`config.mk`:
```
export PLATFORM = sky130hd
export DESIGN_NAME = ble_u2f_frame_reassembler
export DESIGN_NICKNAME = d
export VERILOG_FILES = /design/src/hdl/bufr_pkg.sv /design/src/hdl/bufr_in_reg.sv /design/src/hdl/bufr_core.sv /design/src/hdl/bufr_out_reg.sv /design/src/hdl/ble_u2f_frame_reassembler.sv
export SDC_FILE = /design/constraint.sdc
export NUM_CORES = 1
export LEC_CHECK = 0
export BUFFER_PORTS_ARGS = -buffer_cell sky130_fd_sc_hd__clkbuf_2
export CAP_MARGIN = 15
export CORE_MARGIN = 3
export CORE_UTILIZATION = 40
export CTS_BUF_LIST = sky130_fd_sc_hd__clkbuf_8
export CTS_CLUSTER_SIZE = 14
export DETAILED_ROUTE_END_ITERATION = 12
export PLACE_DENSITY_LB_ADDON = 0.3
export SYNTH_ARGS = -nofsm -noshare
export SYNTH_HDL_FRONTEND = slang
export SYNTH_SLANG_ARGS = --single-unit
```
`constraint.sdc`:
```
create_clock -name clk -period 3.4 [get_ports clk]
set_input_delay 1.02 -clock clk [delete_from_list [all_inputs] [get_ports clk]]
set_output_delay 1.02 -clock clk [all_outputs]
set_load 0.02 [all_outputs]
```
`src/hdl/bufr_pkg.sv`:
```
`default_nettype none

package bufr_pkg;

  typedef enum logic [1:0] {
    PH_IDLE,
    PH_FIRST,
    PH_CONT,
    PH_STOPPED
  } phase_t;

  typedef enum logic [2:0] {
    ST_RECEIVING = 3'd0,
    ST_COMPLETE  = 3'd1,
    ST_PARTNER   = 3'd2,
    ST_HEADER    = 3'd3,
    ST_SEQ       = 3'd4,
    ST_SHORT     = 3'd5,
    ST_OVERRUN   = 3'd6
  } status_t;

  typedef enum logic [3:0] {
    ACT_NONE,
    ACT_CLEAR,
    ACT_KEEPALIVE,
    ACT_STOP,
    ACT_FIRST_SOP,
    ACT_LEN_HI,
    ACT_LEN_LO,
    ACT_PAYLOAD,
    ACT_SEQ
  } action_t;

  localparam logic [1:0] CFG_EXP_CMD   = 2'd0;
  localparam logic [1:0] CFG_KEEPALIVE = 2'd1;
  localparam logic [1:0] CFG_ERROR     = 2'd2;

  localparam logic [7:0] EXP_CMD_RST   = 8'd131;
  localparam logic [7:0] KEEPALIVE_RST = 8'd130;
  localparam logic [7:0] ERROR_RST     = 8'd191;

  localparam logic [6:0] SEQ_MAX = 7'h7F;

  localparam logic [1:0] HDR_CMD   = 2'd1;
  localparam logic [1:0] HDR_LEN_H = 2'd2;
  localparam logic [1:0] HDR_DONE  = 2'd3;

  typedef struct packed {
    logic       command;
    logic [7:0] packet_byte;
    logic       start_of_packet;
    logic       end_of_packet;
  } item_t;

  typedef struct packed {
    logic [7:0] payload_byte;
    logic       payload_valid;
    logic       is_last;
    status_t    status;
  } result_t;

endpackage

`default_nettype wire

```
`src/hdl/bufr_in_reg.sv`:
```
`default_nettype none

module bufr_in_reg (
  input  wire logic            clk,
  input  wire logic            rst_n,
  input  wire logic            in_valid,
  output logic                 in_stall,
  input  wire bufr_pkg::item_t in_item,
  input  wire logic            adv,
  output logic                 go,
  output bufr_pkg::item_t      item
);

  logic            valid_r;
  logic            valid_nxt;
  logic            accept;
  bufr_pkg::item_t item_r;

  assign in_stall  = valid_r && !adv;
  assign accept    = in_valid && !in_stall;
  assign valid_nxt = accept || (valid_r && !adv);
  assign go        = valid_r && adv;
  assign item      = item_r;

  always_ff @(posedge clk) begin
    if (!rst_n) begin
      valid_r <= 1'b0;
    end else begin
      valid_r <= valid_nxt;
    end
  end

  always_ff @(posedge clk) begin
    if (accept) begin
      item_r <= in_item;
    end
  end

endmodule

`default_nettype wire

```
`src/hdl/bufr_core.sv`:
```
`default_nettype none

module bufr_core (
  input  wire logic            clk,
  input  wire logic            rst_n,
  input  wire logic            cfg_valid,
  input  wire logic [1:0]      cfg_index,
  input  wire logic [7:0]      cfg_data,
  input  wire logic            go,
  input  wire bufr_pkg::item_t item,
  output logic                 res_valid,
  output bufr_pkg::result_t    res
);

  logic [7:0] exp_cmd_r;
  logic [7:0] keepalive_r;
  logic [7:0] error_r;

  bufr_pkg::phase_t phase_r, phase_nxt;
  logic [1:0]       hdr_pos_r, hdr_pos_nxt;
  logic [15:0]      msg_len_r, msg_len_nxt;
  logic [15:0]      pay_cnt_r, pay_cnt_nxt;
  logic [6:0]       last_seq_r, last_seq_nxt;
  logic             skip_r, skip_nxt;
  logic             seq_started_r, seq_started_nxt;

  bufr_pkg::action_t act;
  bufr_pkg::status_t stop_st;
  logic [7:0]        b;
  logic              sop;
  logic              eop;
  logic [15:0]       cnt_inc;
  logic              overrun;
  logic              complete;
  logic              seq_ok;

  assign b        = item.packet_byte;
  assign sop      = item.start_of_packet;
  assign eop      = item.end_of_packet;
  assign cnt_inc  = pay_cnt_r + 16'd1;
  assign overrun  = pay_cnt_r >= msg_len_r;
  assign complete = eop && (cnt_inc == msg_len_r);
  assign seq_ok   = seq_started_r ?
                    ((b == ({1'b0, last_seq_r} + 8'd1)) && (b <= {1'b0, bufr_pkg::SEQ_MAX})) :
                    ((b == 8'd0) || (b == 8'd1));

  always_ff @(posedge clk) begin
    if (!rst_n) begin
      exp_cmd_r   <= bufr_pkg::EXP_CMD_RST;
      keepalive_r <= bufr_pkg::KEEPALIVE_RST;
      error_r     <= bufr_pkg::ERROR_RST;
    end else if (cfg_valid) begin
      case (cfg_index)
        bufr_pkg::CFG_EXP_CMD:   exp_cmd_r   <= cfg_data;
        bufr_pkg::CFG_KEEPALIVE: keepalive_r <= cfg_data;
        bufr_pkg::CFG_ERROR:     error_r     <= cfg_data;
        default: ;
      endcase
    end
  end

  // classify the byte
  always_comb begin
    act     = bufr_pkg::ACT_NONE;
    stop_st = bufr_pkg::ST_RECEIVING;
    if (item.command) begin
      act = bufr_pkg::ACT_CLEAR;
    end else if (phase_r == bufr_pkg::PH_STOPPED) begin
      act = bufr_pkg::ACT_NONE;
    end else if (sop && (b == keepalive_r)) begin
      act = bufr_pkg::ACT_KEEPALIVE;
    end else if (sop && (b == error_r)) begin
      act     = bufr_pkg::ACT_STOP;
      stop_st = bufr_pkg::ST_PARTNER;
    end else if (!sop && (skip_r || (phase_r == bufr_pkg::PH_IDLE))) begin
      act = bufr_pkg::ACT_NONE;
    end else if (phase_r != bufr_pkg::PH_CONT) begin
      if (sop) begin
        if (b != exp_cmd_r) begin
          act     = bufr_pkg::ACT_STOP;
          stop_st = bufr_pkg::ST_HEADER;
        end else if (eop) begin
          act     = bufr_pkg::ACT_STOP;
          stop_st = bufr_pkg::ST_SHORT;
        end else begin
          act = bufr_pkg::ACT_FIRST_SOP;
        end
      end else if (hdr_pos_r == bufr_pkg::HDR_CMD || hdr_pos_r == bufr_pkg::HDR_LEN_H) begin
        if (eop) begin
          act     = bufr_pkg::ACT_STOP;
          stop_st = bufr_pkg::ST_SHORT;
        end else if (hdr_pos_r == bufr_pkg::HDR_CMD) begin
          act = bufr_pkg::ACT_LEN_HI;
        end else begin
          act = bufr_pkg::ACT_LEN_LO;
        end
      end else if (overrun) begin
        act     = bufr_pkg::ACT_STOP;
        stop_st = bufr_pkg::ST_OVERRUN;
      end else begin
        act = bufr_pkg::ACT_PAYLOAD;
      end
    end else begin
      if (sop) begin
        if (!seq_ok) begin
          act     = bufr_pkg::ACT_STOP;
          stop_st = bufr_pkg::ST_SEQ;
        end else begin
          act = bufr_pkg::ACT_SEQ;
        end
      end else if (overrun) begin
        act     = bufr_pkg::ACT_STOP;
        stop_st = bufr_pkg::ST_OVERRUN;
      end else begin
        act = bufr_pkg::ACT_PAYLOAD;
      end
    end
  end

  // next state
  always_comb begin
    phase_nxt       = phase_r;
    hdr_pos_nxt     = hdr_pos_r;
    msg_len_nxt     = msg_len_r;
    pay_cnt_nxt     = pay_cnt_r;
    last_seq_nxt    = last_seq_r;
    skip_nxt        = skip_r;
    seq_started_nxt = seq_started_r;
    case (act)
      bufr_pkg::ACT_CLEAR: begin
        phase_nxt       = bufr_pkg::PH_IDLE;
        hdr_pos_nxt     = 2'd0;
        msg_len_nxt     = 16'd0;
        pay_cnt_nxt     = 16'd0;
        last_seq_nxt    = 7'd0;
        skip_nxt        = 1'b0;
        seq_started_nxt = 1'b0;
      end
      bufr_pkg::ACT_KEEPALIVE: begin
        skip_nxt = 1'b1;
      end
      bufr_pkg::ACT_STOP: begin
        phase_nxt = bufr_pkg::PH_STOPPED;
      end
      bufr_pkg::ACT_FIRST_SOP: begin
        phase_nxt   = bufr_pkg::PH_FIRST;
        hdr_pos_nxt = bufr_pkg::HDR_CMD;
        msg_len_nxt = 16'd0;
        pay_cnt_nxt = 16'd0;
        skip_nxt    = eop;
      end
      bufr_pkg::ACT_LEN_HI: begin
        msg_len_nxt = {b, 8'd0};
        hdr_pos_nxt = bufr_pkg::HDR_LEN_H;
        skip_nxt    = eop;
      end
      bufr_pkg::ACT_LEN_LO: begin
        msg_len_nxt = {msg_len_r[15:8], b};
        hdr_pos_nxt = bufr_pkg::HDR_DONE;
        skip_nxt    = eop;
      end
      bufr_pkg::ACT_PAYLOAD: begin
        pay_cnt_nxt = cnt_inc;
        skip_nxt    = eop;
        if (complete) begin
          phase_nxt = bufr_pkg::PH_STOPPED;
        end else if (eop) begin
          phase_nxt = bufr_pkg::PH_CONT;
        end
      end
      bufr_pkg::ACT_SEQ: begin
        last_seq_nxt    = b[6:0];
        seq_started_nxt = 1'b1;
        skip_nxt        = eop;
      end
      default: ;
    endcase
  end

  // result
  always_comb begin
    res_valid         = 1'b0;
    res.payload_byte  = 8'd0;
    res.payload_valid = 1'b0;
    res.is_last       = 1'b0;
    res.status        = bufr_pkg::ST_RECEIVING;
    case (act)
      bufr_pkg::ACT_STOP: begin
        res_valid  = 1'b1;
        res.status = stop_st;
      end
      bufr_pkg::ACT_PAYLOAD: begin
        res_valid         = 1'b1;
        res.payload_byte  = b;
        res.payload_valid = 1'b1;
        res.is_last       = complete;
        res.status        = complete ? bufr_pkg::ST_COMPLETE : bufr_pkg::ST_RECEIVING;
      end
      default: ;
    endcase
  end

  always_ff @(posedge clk) begin
    if (!rst_n) begin
      phase_r       <= bufr_pkg::PH_IDLE;
      hdr_pos_r     <= 2'd0;
      msg_len_r     <= 16'd0;
      pay_cnt_r     <= 16'd0;
      last_seq_r    <= 7'd0;
      skip_r        <= 1'b0;
      seq_started_r <= 1'b0;
    end else if (go) begin
      phase_r       <= phase_nxt;
      hdr_pos_r     <= hdr_pos_nxt;
      msg_len_r     <= msg_len_nxt;
      pay_cnt_r     <= pay_cnt_nxt;
      last_seq_r    <= last_seq_nxt;
      skip_r        <= skip_nxt;
      seq_started_r <= seq_started_nxt;
    end
  end

  a_stopped_holds: assert property (@(posedge clk) disable iff (!rst_n)
    (phase_r == bufr_pkg::PH_STOPPED && !(go && item.command))
      |=> phase_r == bufr_pkg::PH_STOPPED)
    else $error("stopped message left without a clear");

  a_count_bound: assert property (@(posedge clk) disable iff (!rst_n)
    pay_cnt_r <= msg_len_r)
    else $error("payload count above message length");

  a_last_complete: assert property (@(posedge clk) disable iff (!rst_n)
    (go && res_valid && res.is_last)
      |-> (res.payload_valid && res.status == bufr_pkg::ST_COMPLETE))
    else $error("last byte without complete status");

endmodule

`default_nettype wire

```
`src/hdl/bufr_out_reg.sv`:
```
`default_nettype none

module bufr_out_reg (
  input  wire logic              clk,
  input  wire logic              rst_n,
  input  wire logic              go,
  input  wire logic              res_valid,
  input  wire bufr_pkg::result_t res,
  output logic                   adv,
  output logic                   out_valid,
  input  wire logic              out_stall,
  output bufr_pkg::result_t      out_res
);

  logic              valid_r;
  logic              valid_nxt;
  logic              load;
  bufr_pkg::result_t res_r;

  assign adv       = !valid_r || !out_stall;
  assign load      = go && res_valid;
  assign valid_nxt = load || (valid_r && out_stall);
  assign out_valid = valid_r;
  assign out_res   = res_r;

  always_ff @(posedge clk) begin
    if (!rst_n) begin
      valid_r <= 1'b0;
    end else begin
      valid_r <= valid_nxt;
    end
  end

  always_ff @(posedge clk) begin
    if (load) begin
      res_r <= res;
    end
  end

endmodule

`default_nettype wire

```
`src/hdl/ble_u2f_frame_reassembler.sv`:
```
// reassembles u2f response messages from ble notification packet bytes
// input channel: one packet byte per request (in_valid / in_stall), with
//   start and end of packet flags; in_command = 1 clears and arms for a
//   new message and gives no result
// output channel: one result per payload byte, and one per item that ends
//   the message with an error (out_valid / out_stall); out_status gives
//   receiving, complete, partner error, header mismatch, sequence error,
//   too short or overrun
// config channel: cfg_valid / cfg_ready, cfg_index 0 expected command,
//   1 keep-alive code, 2 partner error code; cfg_ready is always high
// throughput: one request per cycle unless out_stall holds a pending result;
//   the input register and the result register are the only stages, and all
//   per-byte checks and counter updates sit between them
// reset: synchronous active-low rst_n empties both stages, clears the
//   message state and loads the register defaults 131, 130 and 191
// stall: while out_stall holds a pending result, the next request waits in
//   the input register and in_stall rises only once that register is full
`default_nettype none

module ble_u2f_frame_reassembler (
  input  wire logic       clk,
  input  wire logic       rst_n,
  input  wire logic       in_valid,
  output logic            in_stall,
  input  wire logic       in_command,
  input  wire logic [7:0] in_packet_byte,
  input  wire logic       in_start_of_packet,
  input  wire logic       in_end_of_packet,
  output logic            out_valid,
  input  wire logic       out_stall,
  output logic [7:0]      out_payload_byte,
  output logic            out_payload_valid,
  output logic            out_is_last,
  output logic [2:0]      out_status,
  input  wire logic       cfg_valid,
  output logic            cfg_ready,
  input  wire logic [1:0] cfg_index,
  input  wire logic [7:0] cfg_data
);

  bufr_pkg::item_t   in_item;
  bufr_pkg::item_t   item;
  bufr_pkg::result_t res;
  bufr_pkg::result_t out_res;
  logic              adv;
  logic              go;
  logic              res_valid;

  assign cfg_ready = 1'b1;

  assign in_item.command         = in_command;
  assign in_item.packet_byte     = in_packet_byte;
  assign in_item.start_of_packet = in_start_of_packet;
  assign in_item.end_of_packet   = in_end_of_packet;

  bufr_in_reg u_in_reg (
    .clk      (clk),
    .rst_n    (rst_n),
    .in_valid (in_valid),
    .in_stall (in_stall),
    .in_item  (in_item),
    .adv      (adv),
    .go       (go),
    .item     (item)
  );

  bufr_core u_core (
    .clk       (clk),
    .rst_n     (rst_n),
    .cfg_valid (cfg_valid && cfg_ready),
    .cfg_index (cfg_index),
    .cfg_data  (cfg_data),
    .go        (go),
    .item      (item),
    .res_valid (res_valid),
    .res       (res)
  );

  bufr_out_reg u_out_reg (
    .clk       (clk),
    .rst_n     (rst_n),
    .go        (go),
    .res_valid (res_valid),
    .res       (res),
    .adv       (adv),
    .out_valid (out_valid),
    .out_stall (out_stall),
    .out_res   (out_res)
  );

  assign out_payload_byte  = out_res.payload_byte;
  assign out_payload_valid = out_res.payload_valid;
  assign out_is_last       = out_res.is_last;
  assign out_status        = out_res.status;

  a_stall_needs_item: assert property (@(posedge clk) disable iff (!rst_n)
    in_stall |-> (out_valid && out_stall))
    else $error("input stalled with a free result register");

endmodule

`default_nettype wire

```
# Yosys cells after proc, flatten, opt, wreduce, memory -nomap -nowiden
# Index checks and enable logic that the tools add are counted.
dict set report totals {
  inputBits 26
  wordCells 133
  reg_bits 95
}
dict set report op_classes {
  n_reduce_logical 44
  bitwise_logic 1
  n_addsub 2
  order_cmp 2
  n_mux 42
  n_eq_ne 21
}
# cell n
set op_table {}
lappend op_table {{$mux W4} 12}
lappend op_table {{$pmux W16 S3} 1}
lappend op_table {{$mux W3} 15}
lappend op_table {{$pmux W16 S2} 1}
lappend op_table {{$eq A8 B8 Y1} 3}
lappend op_table {{$add A16 B1 Y16 const B} 1}
lappend op_table {{$eq A16 B16 Y1} 1}
lappend op_table {{$eq A4 B3 Y1 const B} 4}
lappend op_table {{$ge A16 B16 Y1} 1}
lappend op_table {{$pmux W2 S4} 2}
lappend op_table {{$reduce_and A2 Y1} 8}
lappend op_table {{$pmux W7 S2} 1}
lappend op_table {{$logic_and A1 B1 Y1} 10}
lappend op_table {{$add A7 B1 Y8 const B} 1}
lappend op_table {{$eq A4 B2 Y1 const B} 2}
lappend op_table {{$eq A8 B1 Y1 const B} 1}
lappend op_table {{$le A8 B7 Y1 const B} 1}
lappend op_table {{$logic_not A8 Y1} 1}
lappend op_table {{$mux W2} 4}
lappend op_table {{$ne A8 B8 Y1} 1}
lappend op_table {{$reduce_bool A4 Y1} 2}
lappend op_table {{$eq A2 B2 Y1 const B} 3}
lappend op_table {{$logic_or A1 B1 Y1} 6}
lappend op_table {{$pmux W3 S2} 1}
lappend op_table {{other kinds (16)} 29}

# Longest topological paths before layout
dict set report logic_depth {
  ltp_word 17
  ltp_mapped 12
  ltp_nobuf 11
}

# Hierarchy
# From an unflattened synthesis, not the netlist that was laid out.
dict set report unflattened {
  hier_cells 657
  area_unflattened_um2 5811.8
}
# mod instances area_each_um2 cells_per_inst seq_area_each_um2
set modules_own_cells {}
lappend modules_own_cells {bufr_core 1 4981.0 621 1381.3}
lappend modules_own_cells {bufr_out_reg 1 435.4 18 410.4}
lappend modules_own_cells {bufr_in_reg 1 384.1 16 350.3}
lappend modules_own_cells {ble_u2f_frame_reassembler 1 11.3 2 0.0}

# Worst setup path before layout
# No wires, ideal clock.
dict set report synth_path {
  path_type {register to register}
  from {register u_core.pay_cnt_r[0]}
  to {register u_core.pay_cnt_r[14]}
  path_stages_with_launch 13
  setup_time_ps 120
  t_arrival_ps 2970
  setup_slack_ps 311
  path_buffers 1
  path_cell_list {dfxtp_1 > inv_1 > ha_1 > nand2b_1 > a31oi_1 > o311a_1 > o21ai_1 > nor3_1 > o31ai_1 > and3_4 > a211oi_4 > buf_6 > a211o_1}
}
dict set report synth_via {
  elab_chain_cells 14
  elab_cells_between_ends 19
}
# element line
set synth_rtl {}
lappend synth_rtl {{from (decl)} bufr_core.sv:22} ;# logic [15:0] pay_cnt_r, pay_cnt_nxt;
lappend synth_rtl {{from (signal assigned)} bufr_core.sv:216} ;# pay_cnt_r <= pay_cnt_nxt;
lappend synth_rtl {{$ge A16 B16 Y1} bufr_core.sv:41} ;# assign overrun = pay_cnt_r >= msg_len_r;
lappend synth_rtl {{$mux W3} {bufr_core.sv:97, bufr_core.sv:111}}
lappend synth_rtl {{$mux W4} bufr_core.sv:88} ;# end else if (hdr_pos_r == bufr_pkg::HDR_CMD || hdr_pos_r == bufr_pkg::HDR_LEN_H) begin
lappend synth_rtl {{$mux W4} bufr_core.sv:78} ;# if (sop) begin
lappend synth_rtl {{$mux W4} bufr_core.sv:77} ;# end else if (phase_r != bufr_pkg::PH_CONT) begin
lappend synth_rtl {{$mux W4} bufr_core.sv:75} ;# end else if (!sop && (skip_r || (phase_r == bufr_pkg::PH_IDLE))) begin
lappend synth_rtl {{$mux W4} bufr_core.sv:72} ;# end else if (sop && (b == error_r)) begin
lappend synth_rtl {{$mux W4} bufr_core.sv:70} ;# end else if (sop && (b == keepalive_r)) begin
lappend synth_rtl {{$mux W4} bufr_core.sv:68} ;# end else if (phase_r == bufr_pkg::PH_STOPPED) begin
lappend synth_rtl {{$mux W4} bufr_core.sv:66} ;# if (item.command) begin
lappend synth_rtl {{$eq A4 B3 Y1 or $eq A4 B1 Y1 (tied branches)} bufr_core.sv:129} ;# case (act)
lappend synth_rtl {{$reduce_or A2 Y1 (no source line)} n/a}
lappend synth_rtl {{$reduce_bool A2 Y1 (no source line)} n/a}
lappend synth_rtl {{$reduce_and A2 Y1 (no source line)} n/a}
# Several ways; a longest one is shown, not always the timed one.
# A chain may end at the register's enable or synchronous reset.

# Worst setup path after layout
dict set report layout_path {
  from {register u_core.pay_cnt_r[0]}
  to {register u_core.pay_cnt_r[11]}
}
# Same word-level chain as after synthesis.

==> metrics.log <==
INFO  metric synthesis.area_per_instance = just over 9 um^2
INFO  metric critical_path.slowest_cell = o311a_1
INFO  metric drc = 0
INFO  metric insertion_delay = approximately 0.40 ns
INFO  metric cts_made_buffers = 9
INFO  metric floorplan.initialDensity = 41.8%
INFO  metric netlist-cell-type-count = 62
INFO  metric num-fill-cells = 1196
INFO  metric globalRoute.totalOverflow = 0
INFO  metric clock_power_share = 36.4%
INFO  metric route.vias.total = 4592
INFO  metric die-area = between 10000 and 15000 um^2
INFO  metric skew = 0.0126 ns
INFO  metric number_of_antenna_violations_at_the_first_check_in_global_routing = 0
INFO  metric sort_of_element_at_the_start_of_the_critical_path = flop
INFO  metric placementRows = around 40
INFO  metric syn_to_final_growth = 14.0%
INFO  metric timing_worst_slew_pin_value = about 0.68 ns
INFO  metric ant_nets = 0
INFO  metric timing.final.hold_violations = 0
INFO  metric required = between 3 and 4 ns
INFO  metric r2r_cells = 11
INFO  metric core-area = between 10000 and 15000 um^2
INFO  metric detailedPlacementHpwl = 10.4 mm
INFO  metric cp_data_arrival_time = 3.50 ns
INFO  metric worst_path_largest_cell_delay = 0.46 ns
INFO  metric worstPathCellList = inv_1, ha_1, nand2b_1, a31oi_1, o311a_1, o21ai_2, nor3_1, o311a_1, and4_2, and3_1, a211o_1
INFO  metric ys.warnings.count = 0
INFO  metric ios = 42
INFO  metric placement.io_buffers = 40
INFO  metric routed_wl = 14.0 mm
INFO  metric swShare = 28.1%
INFO  metric routed_wire_length_per_instance = 17.0 um
INFO  metric routed-wl-met2 = between 6 and 7 mm
INFO  metric min_to = u_core.error_r[7]
INFO  metric nNetsFinal = slightly below 700
INFO  metric worst_setup_hold_path_clk_slew = 0.10 ns
INFO  metric synth-async-reset-ratio = 0%
INFO  metric antennaDiodeCount = 0
INFO  metric finalMaxSlewViolations = 0
INFO  metric post-route-period-util = a little over nine tenths
INFO  metric top_layer_used = met4
INFO  metric track_usage = between 10% and 20%
INFO  metric sequentialPowerShare = 53.3%
INFO  metric pin_count_of_the_biggest_net_entering_global_routing = 27
INFO  metric worst_hold_path_type = reg2reg
INFO  metric layout_min_cycle_time = ~3.2 ns
INFO  metric tns = 0 ns
INFO  metric launch_point_of_the_worst_hold_path = u_core.error_r[7]
INFO  metric category_of_the_worst_setup_path_capture_point = flop
INFO  metric firstDrtPassIters = 5
INFO  metric worstSetupPathType = reg2reg
INFO  metric yosys_register_bits = 95
INFO  metric ir_drop = between 200 and 300 uV
INFO  metric power.share.combinational = 10.3%
INFO  metric met3RoutedLength = 875 um
INFO  metric detailedPlace.worstSlack = 0.0902 ns
INFO  metric drt_first_iter_violations = 320
INFO  metric overall_power_of_the_completed_layout = roughly 2.3 mW
INFO  metric p_per_area = about 370 nW/um^2
INFO  metric critPathMostFrequentCell = o311a_1
INFO  metric clock-sinks = 95
INFO  metric cts_max_level = 3
INFO  metric mostFrequentLayoutCells = dfxtp_1, nand2_1, nor2_1, xnor2_1, clkbuf_2
INFO  metric cellLeakagePower = 2.51 nW
INFO  metric worst_hold_path.num_cells = 2
INFO  metric finalWorstSetupSlack = ~0.19 ns
INFO  metric switchingPower = between 0.6 and 0.7 mW
INFO  metric die_h = 122 um
INFO  metric maxClockFrequency = a little over 0.3 GHz
INFO  metric place_congestion = approximately 0.9
INFO  metric reg2reg_slack = 0.19 ns
INFO  metric seq_area_frac_synth = between 30 and 40%
INFO  metric status = finished clean
INFO  metric synth_enable_flop_cells = 24
INFO  metric routed_via_density = 5.59
INFO  metric synth_fp_nets = about 640
INFO  metric grt_pass1_wl = 22.7 mm
INFO  metric hold_fix_buffer_count_after_cts = 0
INFO  metric tritoncts = yes
INFO  metric cp-startpoint = u_core.pay_cnt_r[0]
INFO  metric worst_slew_margin_rel = 54.5%
INFO  metric ys_dominant_reg_cell = dfxtp_1
INFO  metric combined_area_of_all_synthesized_cells = about 5400 um^2
INFO  metric share_of_final_layout_standard_cells_stronger_than_drive_strength_1 = 16.6%
INFO  metric grt_pass1_vias = 4302
INFO  metric grt_setup_unrepaired = no
INFO  metric rr_startpoint = u_core.pay_cnt_r[0]
INFO  metric power.internal = about 1.6 mW
INFO  metric clockRootBuffer = clkbuf_8
INFO  metric die_width = between 100 and 150 um
INFO  metric worst_r2r_endpoint = u_core.pay_cnt_r[11]
INFO  metric critPathMaxFanout = 9
INFO  metric postSynthCellCount = 592
INFO  metric layout_commonest_cell = dfxtp_1
INFO  metric holdWs = 0.484 ns
INFO  metric setup_viol = 0
INFO  metric ctsLongestPathBuffers = 2
INFO  metric wl_met1 = 6.50 mm
INFO  metric drv_cap = 0
## power groups by stage
stage | clock [mW] | combinational [mW] | sequential, mW
after detailed placement | 0 | 0.227 | 1.24
after global routing | 0.885 | 0.259 | 1.22
after CTS | 0.846 | 0.228 | 1.21
after floorplan | 0 | 0.158 | 1.22
final | 0.829 | 0.235 | 1.21
after global placement | 0 | 0.226 | 1.24
## flip-flops by register name, summed over array words and instances, names as in the netlist
| register | count |
|---|---|
| u_core.hdr_pos_r | 2 |
| u_core.skip_r | 1 |
| u_out_reg.out_valid | 1 |
| u_core.exp_cmd_r | 8 |
| u_core.keepalive_r | 8 |
| u_core.pay_cnt_r | 16 |
| u_core.last_seq_r | 7 |
| u_core.seq_started_r | 1 |
| u_core.msg_len_r | 16 |
| u_core.phase_r | 2 |
| u_core.error_r | 8 |
| u_in_reg.valid_r | 1 |
| u_in_reg.item | 11 |
| u_out_reg.out_res | 13 |
## stage by stage
step           util [%]  cells  instance area (um^2)
2_1_floorplan         -    592                  5380
3_3_place_gp       45.6    804                  5880
3_5_place_dp       45.6    804                  5880
4_1_cts            47.3    820                  6090
5_1_grt            47.6    821                  6130
6_report           47.6    821                  6130
## cell type report
class	count	area (um^2)	area share [%]
multi-input combinational	440	3020	49.3
sequential	95	2140	35.0
timing repair buffer	72	440	7.19
tap	172	215	3.51
clock buffer	9	124	2.02
inverter	26	101	1.65
clock inverter	7	86.3	1.41
## Yosys cell counts, drive strengths merged, types with 2 or more instances
| library cell | count | area [um^2] |
|---|---|---|
| nor3b | 3 | 22.5 |
| nand3 | 22 | 110 |
| clkbuf | 16 | 60.1 |
| or3 | 3 | 18.8 |
| dfxtp | 71 | 1420 |
| nor4 | 12 | 81.3 |
| a211oi | 7 | 75.1 |
| o211ai | 7 | 62.6 |
| nor2 | 48 | 180 |
| xnor2 | 42 | 368 |
| and4 | 4 | 35.0 |
| a21o | 7 | 52.6 |
| o31a | 2 | 17.5 |
| a32o | 9 | 90.1 |
| a211o | 8 | 70.1 |
| and3 | 15 | 98.8 |
| buf | 15 | 88.8 |
| a311oi | 2 | 17.5 |
| ha | 20 | 250 |
| a22o | 11 | 96.3 |
| or2 | 4 | 25.0 |
| xor2 | 14 | 123 |
| edfxtp | 24 | 721 |
| o311a | 2 | 20.0 |
| nand2 | 54 | 203 |
| a22oi | 9 | 67.6 |
| o311ai | 2 | 17.5 |
| or4 | 3 | 22.5 |
| a21oi | 26 | 130 |
| inv | 26 | 97.6 |
| a31oi | 4 | 25.0 |
| nor2b | 6 | 37.5 |
| nand3b | 2 | 15.0 |
| o31ai | 3 | 22.5 |
| nor3 | 16 | 85.1 |
| o21ai | 12 | 60.1 |
| mux2i | 20 | 200 |
| nand2b | 5 | 31.3 |
| and2 | 10 | 62.6 |
| nand4 | 14 | 87.6 |
## kinds of logic (layout without fill, tap and decap cells)
family / Yosys count / count (layout) / synth area share, %
adders and majority gates: 20 / 20 / 4.65
xor gates and xnor gates: 56 / 56 / 9.12
buffers and inverters: 57 / 114 / 4.58
AOI/OAI and AO/OA: 119 / 119 / 16.8
DFF: 95 / 95 / 39.8
muxes: 20 / 20 / 3.72
and+or+nand+nor: 224 / 224 / 21.2
other: 1 / 1 / 0.0697
## routing by layer
layer / vias up / track usage [%]
met3: 21 / 3.85
li1: 2251 / -
met2: 162 / 30.3
met1: 2158 / 27.3
met5: - / 0
met4: 0 / 7.21
## worst max path at each step
stage | endpoint | slack (ns) | cells past startpoint
finish | u_core.pay_cnt_r[11] | 0.19 | 11
global route | u_out_reg.out_res[9] | 0.02 | 12
CTS | u_core.pay_cnt_r[11] | 0.06 | 11
detailed placement | u_core.pay_cnt_r[13] | 0.09 | 11
global placement | u_core.pay_cnt_r[11] | 0.22 | 11
floorplan | u_core.pay_cnt_r[14] | 0.31 | 12
## critical path, delay by kind of cell (launching register included)
family	cells	cell delay [ns]
AO/OA/AOI/OAI	5	1.48
AND/OR/NAND/NOR	4	0.80
flip-flops	1	0.45
adder cells (fa/ha/maj)	1	0.30
buffers and inverters	1	0.08
## what timing repair did
item                                    CTS  global route
endpoints found under the setup margin    0            37
setup buffers                             0             1
resized for setup                         0             7
(Power assumes the default switching activity.)
